File: config.mk
export PLATFORM = sky130hd
export DESIGN_NAME = sync_len_xor_packet_deframer
export DESIGN_NICKNAME = d
export VERILOG_FILES = /design/src/sld_pkg.sv /design/src/sld_parser.sv /design/src/sld_out_stage.sv /design/src/sync_len_xor_packet_deframer.sv
export SDC_FILE = /design/constraint.sdc
export NUM_CORES = 1
export LEC_CHECK = 0
export BUFFER_PORTS_ARGS = -buffer_cell sky130_fd_sc_hd__buf_2
export CAP_MARGIN = 20
export CORE_UTILIZATION = 45
export DETAILED_ROUTE_END_ITERATION = 16
export PLACE_DENSITY_LB_ADDON = 0.2
export RECOVER_POWER = 100
export SETUP_SLACK_MARGIN = 0.5
export SYNTH_ARGS = -nofsm -noshare
export SYNTH_HDL_FRONTEND = slang
export SYNTH_HIERARCHICAL = 1
export SYNTH_SLANG_ARGS = --single-unit
File: constraint.sdc
create_clock -name clk_i -period 3.1 [get_ports clk_i]
set_input_delay 0.31 -clock clk_i [delete_from_list [all_inputs] [get_ports clk_i]]
set_output_delay 0.31 -clock clk_i [all_outputs]
set_load 0.005 [all_outputs]
File: src/sld_pkg.sv
// ----------------------------------------------------------------------------
// sld_pkg: shared definitions for the sync/length/XOR packet deframer
// Holds the parse phase codes, the reset sync byte and the result record.
// ----------------------------------------------------------------------------
package sld_pkg;

  localparam logic [2:0] PhIdle = 3'd0;
  localparam logic [2:0] PhCmd  = 3'd1;
  localparam logic [2:0] PhLen  = 3'd2;
  localparam logic [2:0] PhData = 3'd3;
  localparam logic [2:0] PhCsum = 3'd4;

  localparam logic [7:0] SyncByteReset = 8'd170;

  localparam logic ItemPayload = 1'b0;
  localparam logic ItemEnd     = 1'b1;

  typedef struct packed {
    logic       item_kind;
    logic [7:0] command_code;
    logic [7:0] payload_length;
    logic [7:0] payload_byte;
    logic [7:0] payload_index;
    logic       checksum_good;
  } sld_result_t;

endpackage

File: src/sld_parser.sv
// ----------------------------------------------------------------------------
// sld_parser: packet parse state machine
// Updates the parse state for each accepted byte and forms its result.
// ----------------------------------------------------------------------------
module sld_parser (
  input  logic                 clk_i,
  input  logic                 rst_ni,
  input  logic [7:0]           sync_byte_i,
  input  logic                 byte_fire_i,
  input  logic [7:0]           byte_i,
  output logic                 res_valid_o,
  output sld_pkg::sld_result_t res_o
);

  logic [2:0] phase_q, phase_d;
  logic [7:0] cmd_q, cmd_d;
  logic [7:0] len_q, len_d;
  logic [7:0] pos_q, pos_d;
  logic [7:0] xor_q, xor_d;
  logic       last_data;

  // Last payload byte when the next index reaches the declared length.
  assign last_data = ({1'b0, pos_q} + 9'd1) >= {1'b0, len_q};

  always_comb begin
    phase_d     = phase_q;
    cmd_d       = cmd_q;
    len_d       = len_q;
    pos_d       = pos_q;
    xor_d       = xor_q;
    res_valid_o = 1'b0;
    res_o.item_kind      = sld_pkg::ItemPayload;
    res_o.command_code   = cmd_q;
    res_o.payload_length = len_q;
    res_o.payload_byte   = 8'd0;
    res_o.payload_index  = 8'd0;
    res_o.checksum_good  = 1'b0;
    case (phase_q)
      sld_pkg::PhCmd: begin
        cmd_d   = byte_i;
        xor_d   = xor_q ^ byte_i;
        phase_d = sld_pkg::PhLen;
      end
      sld_pkg::PhLen: begin
        len_d   = byte_i;
        xor_d   = xor_q ^ byte_i;
        pos_d   = 8'd0;
        phase_d = (byte_i == 8'd0) ? sld_pkg::PhCsum : sld_pkg::PhData;
      end
      sld_pkg::PhData: begin
        xor_d   = xor_q ^ byte_i;
        pos_d   = pos_q + 8'd1;
        if (last_data) begin
          phase_d = sld_pkg::PhCsum;
        end
        res_valid_o         = 1'b1;
        res_o.payload_byte  = byte_i;
        res_o.payload_index = pos_q;
      end
      sld_pkg::PhCsum: begin
        res_valid_o         = 1'b1;
        res_o.item_kind     = sld_pkg::ItemEnd;
        res_o.checksum_good = (byte_i == xor_q);
        phase_d             = sld_pkg::PhIdle;
        pos_d               = 8'd0;
        xor_d               = 8'd0;
      end
      default: begin
        // Idle and unused codes wait for the sync byte.
        phase_d = sld_pkg::PhIdle;
        if (byte_i == sync_byte_i) begin
          phase_d = sld_pkg::PhCmd;
          xor_d   = 8'd0;
          pos_d   = 8'd0;
        end
      end
    endcase
  end

  always_ff @(posedge clk_i or negedge rst_ni) begin
    if (!rst_ni) begin
      phase_q <= sld_pkg::PhIdle;
      cmd_q   <= 8'd0;
      len_q   <= 8'd0;
      pos_q   <= 8'd0;
      xor_q   <= 8'd0;
    end else if (byte_fire_i) begin
      phase_q <= phase_d;
      cmd_q   <= cmd_d;
      len_q   <= len_d;
      pos_q   <= pos_d;
      xor_q   <= xor_d;
    end
  end

endmodule

File: src/sld_out_stage.sv
// ----------------------------------------------------------------------------
// sld_out_stage: result register
// Holds one result until the downstream side takes it.
// ----------------------------------------------------------------------------
module sld_out_stage (
  input  logic                 clk_i,
  input  logic                 rst_ni,
  input  logic                 load_i,
  input  sld_pkg::sld_result_t res_i,
  output logic                 can_load_o,
  output logic                 out_valid_o,
  input  logic                 out_ready_i,
  output sld_pkg::sld_result_t res_o
);

  logic                 valid_q, valid_d;
  sld_pkg::sld_result_t res_q;

  // A new result may enter when the register is empty or drains this cycle.
  assign can_load_o = !valid_q || out_ready_i;

  always_comb begin
    valid_d = valid_q;
    if (load_i) begin
      valid_d = 1'b1;
    end else if (out_ready_i) begin
      valid_d = 1'b0;
    end
  end

  always_ff @(posedge clk_i or negedge rst_ni) begin
    if (!rst_ni) begin
      valid_q <= 1'b0;
    end else begin
      valid_q <= valid_d;
    end
  end

  always_ff @(posedge clk_i) begin
    if (load_i) begin
      res_q <= res_i;
    end
  end

  assign out_valid_o = valid_q;
  assign res_o       = res_q;

endmodule

File: src/sync_len_xor_packet_deframer.sv
// ----------------------------------------------------------------------------
// sync_len_xor_packet_deframer: sync/length/XOR-checksum packet deframer
// Parses a received byte stream into payload and end-of-packet results.
// ----------------------------------------------------------------------------
// The block takes one received byte per request and, while the output does
// not stall, sustains one byte per clock. In idle it waits for the
// programmed sync byte (170 after reset), then reads a command byte, a length
// byte, that many payload bytes and a checksum byte. Each payload byte gives
// one result with its index, the command and the length, in the cycle after
// it is taken; the checksum byte gives an end-of-packet result whose
// checksum_good flag tells whether it matched the XOR of the command, length
// and payload bytes. Sync, command and length bytes give no result. A sync
// byte seen inside a packet is plain data; there is no resynchronization.
// The rate is set by the single result register: a byte is taken whenever
// that register is empty or is being emptied in the same cycle, so a stalled
// output holds the input side back. Write the sync byte only while the block
// is idle.
// ----------------------------------------------------------------------------
module sync_len_xor_packet_deframer (
  input  logic       clk_i,
  input  logic       rst_ni,
  input  logic       cfg_we_i,
  input  logic [7:0] cfg_wdata_i,
  input  logic       rx_valid_i,
  output logic       rx_ready_o,
  input  logic [7:0] rx_byte_i,
  output logic       out_valid_o,
  input  logic       out_ready_i,
  output logic       item_kind_o,
  output logic [7:0] command_code_o,
  output logic [7:0] payload_length_o,
  output logic [7:0] payload_byte_o,
  output logic [7:0] payload_index_o,
  output logic       checksum_good_o
);

  logic [7:0]           sync_byte_q;
  logic                 rx_fire;
  logic                 res_valid;
  logic                 can_load;
  sld_pkg::sld_result_t res_new;
  sld_pkg::sld_result_t res_out;

  // The sync byte register is written directly from the configuration port.
  always_ff @(posedge clk_i or negedge rst_ni) begin
    if (!rst_ni) begin
      sync_byte_q <= sld_pkg::SyncByteReset;
    end else if (cfg_we_i) begin
      sync_byte_q <= cfg_wdata_i;
    end
  end

  assign rx_ready_o = can_load;
  assign rx_fire    = rx_valid_i && rx_ready_o;

  // The parser state registers advance once per accepted byte.
  sld_parser u_parser (
    .clk_i       (clk_i),
    .rst_ni      (rst_ni),
    .sync_byte_i (sync_byte_q),
    .byte_fire_i (rx_fire),
    .byte_i      (rx_byte_i),
    .res_valid_o (res_valid),
    .res_o       (res_new)
  );

  // Results that a byte produces are captured in the output register.
  sld_out_stage u_out (
    .clk_i       (clk_i),
    .rst_ni      (rst_ni),
    .load_i      (rx_fire && res_valid),
    .res_i       (res_new),
    .can_load_o  (can_load),
    .out_valid_o (out_valid_o),
    .out_ready_i (out_ready_i),
    .res_o       (res_out)
  );

  assign item_kind_o      = res_out.item_kind;
  assign command_code_o   = res_out.command_code;
  assign payload_length_o = res_out.payload_length;
  assign payload_byte_o   = res_out.payload_byte;
  assign payload_index_o  = res_out.payload_index;
  assign checksum_good_o  = res_out.checksum_good;

endmodule

==> metrics <==
CORE AREA 7767 um^2; Post-synth EDFFs 34; average wire per standard cell 15.75 um; worst hold path type primary input to register; clock-pin slew on the worst setup and hold paths 0.08 ns; Worst EP required 3.33 ns; Final setup viols 0; largest net degree at the start of global routing 45; FMAX 0.3918 GHz; hold_buf cts 0; final instance area 4136 um^2; syn nets 335; Critical Path AT 2.78 ns; clock skew 0.01151 ns; Synth Flop Type dfrtp_1; Inserted Clock Buffers 9; number of distinct library cells after synthesis 44; Starting Density 46.71%; Final Util 53.25%; initial drt markers 137; Inst Count DP 451; sequential-to-total area share from yosys stat 58.62%; Slew HR -60.38%; synthesized instance count 305; Reg area 2127 um^2; Seq cells post-synth 78; first-pass GRT wire length 11.83 mm; routed via count 2468; worst slew pin tran 2.406 ns; RSZ-0062 raised after global routing false; Power Dens Cells 801.2 nW/um^2; IO Count 57; fraction of layout cells with a size suffix above 1 20.77%; synth top area cells edfxtp_1 (28%), dfrtp_1 (28%), xor2_1 (4.1%); Nets 391; ANT nets after route 0; post-synth top area share 28.14%; CP max FO 7; drc violations 0; failing checks capacitance limit, slew limit; internal reg-to-reg setup slack 0.55 ns; Critical path destination u_parser/phase_q[0]$_DFFE_PN0P_; Fill cells 734; R2R depth 10; synth warn 6; Placed Area 3974 um^2; CTS max path bufs 2; area used by multi-input combinational logic 1316 um^2; antenna cells 0; Reg-to-Reg Start u_parser/pos_q[0]$_DFFE_PN0P_; WS Path Type register to register; P&R area growth vs syn 14.00%; Die ar. 8426 um^2; status finished, violations left; CP startpoint kind register; Cell Rows 32; total gr overflow 0; Hold Fails Final Rpt 0; CTS tree yes; leakage power 1.739 nW; Final Cycle Share 82.33%; maximum vdd ir drop 0.0002557 V; Mean Syn Cell Area 11.90 um^2; later-pin clock latency in the skew report 0.35 ns; most common cell after layout, fill and taps aside buf_2; Non-Filler Instances 468; crit end category register; most frequent cells in the layout buf_2 (43), dfrtp_1 (40), edfxtp_1 (34); Die Wd 91.80 um; Slew Viols, Final 45; root buffer cell clkbuf_8; Period minus WS final 2.552 ns; Synth area leader edfxtp_1; Via density 5.274; Final Power 0.003314 W; RD Place Congestion 0.8419; maxcap violations 1; drt total wl 7.373 mm; reg2reg end u_parser/phase_q[0]$_DFFE_PN0P_; DP HPWL 5.064 mm; IO buf count 56; Critical Path Source u_parser/pos_q[0]$_DFFE_PN0P_; chip height 91.80 um; total global-route track usage 18.75%; asr flop ratio synth 56.41%; htree depth 3; vias in the first global route 2326; initial antenna violation count 0; Fin Setup TNS 0 ns; clk sinks 78; Cell Area, Synth 3628 um^2; Initial DRT Pass Iterations 4
state kept, by name, summed over array words and instances (netlist names):
register	cells
u_parser/pos_q	8
u_parser/cmd_q	8
u_parser/len_q	8
u_out/res_o	34
sync_byte_q	8
u_parser/xor_q	8
u_parser/phase_q	3
u_out/out_valid_o	1
stage by stage:
stage	setup WS [ns]	hold slack, ns
after floorplan	0.8289	0.01441
after global placement	0.6744	0.4294
after detailed placement	0.5359	0.4303
after CTS	0.5138	0.1564
after global routing	0.3179	0.1782
final	0.5477	0.1836
synthesized netlist by cell type, types with 2 or more instances:
cell type	count
nor4_1	4
mux2_4	8
o31ai_1	3
mux2_1	3
ha_1	9
nand4_1	2
buf_6	3
dfrtp_1	40
o21ai_0	26
nor2_1	8
o211ai_1	9
inv_2	2
buf_2	7
nor4_2	2
o22ai_1	2
xor2_1	17
o21ai_1	12
edfxtp_1	34
a21oi_1	5
nand2b_1	9
a31o_2	2
a32o_1	5
dfstp_2	4
nand3_1	4
and2_1	17
xnor2_1	5
inv_1	17
nand2_1	26
clkbuf_1	5
cells by family after synthesis:
logic type                 after synthesis  synth area share (%)
AOI/OAI and AO/OA                       68                 11.72
xor gates and xnor gates                22                 5.310
adders and majority gates                9                 3.104
buffers and inverters                   36                 4.724
DFF                                     78                 58.62
muxes                                   11                 4.241
and+or+nand+nor                         81                 12.28
critical path, stage by stage, from the launching register on:
cell,delay [ns]
dfrtp_1,0.46
ha_1,0.27
nand3_1,0.20
nor2_2,0.17
xor2_1,0.22
ha_1,0.28
a21oi_1,0.13
o21ai_0,0.11
a21oi_1,0.15
o22ai_2,0.12
mux2_1,0.33
power by group:
part	total, W	switching, W	internal, W
Clock	0.000753	0.000379	0.000373
Sequential	0.00162	0.000186	0.00143
Combinational	0.000945	0.000564	0.000382
worst min-delay path by stage:
stage / from / end / slack, ns / cells after the start
2_1_floorplan: rst_ni / sync_byte_q[0]$_DFFE_PN0P_ / 0.01 / 0
3_3_place_gp: u_parser/cmd_q[1]$_DFFE_PN0P_ / u_out/res_o[26]$_DFFE_PP_ / 0.43 / 0
3_5_place_dp: u_parser/cmd_q[6]$_DFFE_PN0P_ / u_out/res_o[31]$_DFFE_PP_ / 0.43 / 0
4_1_cts: rst_ni / u_parser/cmd_q[7]$_DFFE_PN0P_ / 0.16 / 1
5_1_grt: cfg_wdata_i[3] / sync_byte_q[3]$_DFFE_PN1P_ / 0.18 / 2
6_report: cfg_wdata_i[0] / sync_byte_q[0]$_DFFE_PN0P_ / 0.18 / 2
routing by layer:
metal	up-vias	share of wire (%)	GRT usage, %
li1	1190	-	-
met1	1181	46	26.53
met2	89	46	28.32
met3	8	6.0	5.224
met4	0	1.4	5.339
met5	-	0	0
cell type report:
cell class	instances	share of cell area, %
clock buffers	9	2.995
well taps	102	3.085
flip-flops and latches	78	51.42
inverters	19	1.724
clock inverters	7	1.724
multi-input cells	191	31.82
repair buffers	62	7.229
repair_timing:
action / CTS / global route
gates resized for setup: 0 / 5
endpoints found under the setup margin: 0 / 3
buffers inserted: 0 / 1
(Power assumes the default switching activity.)
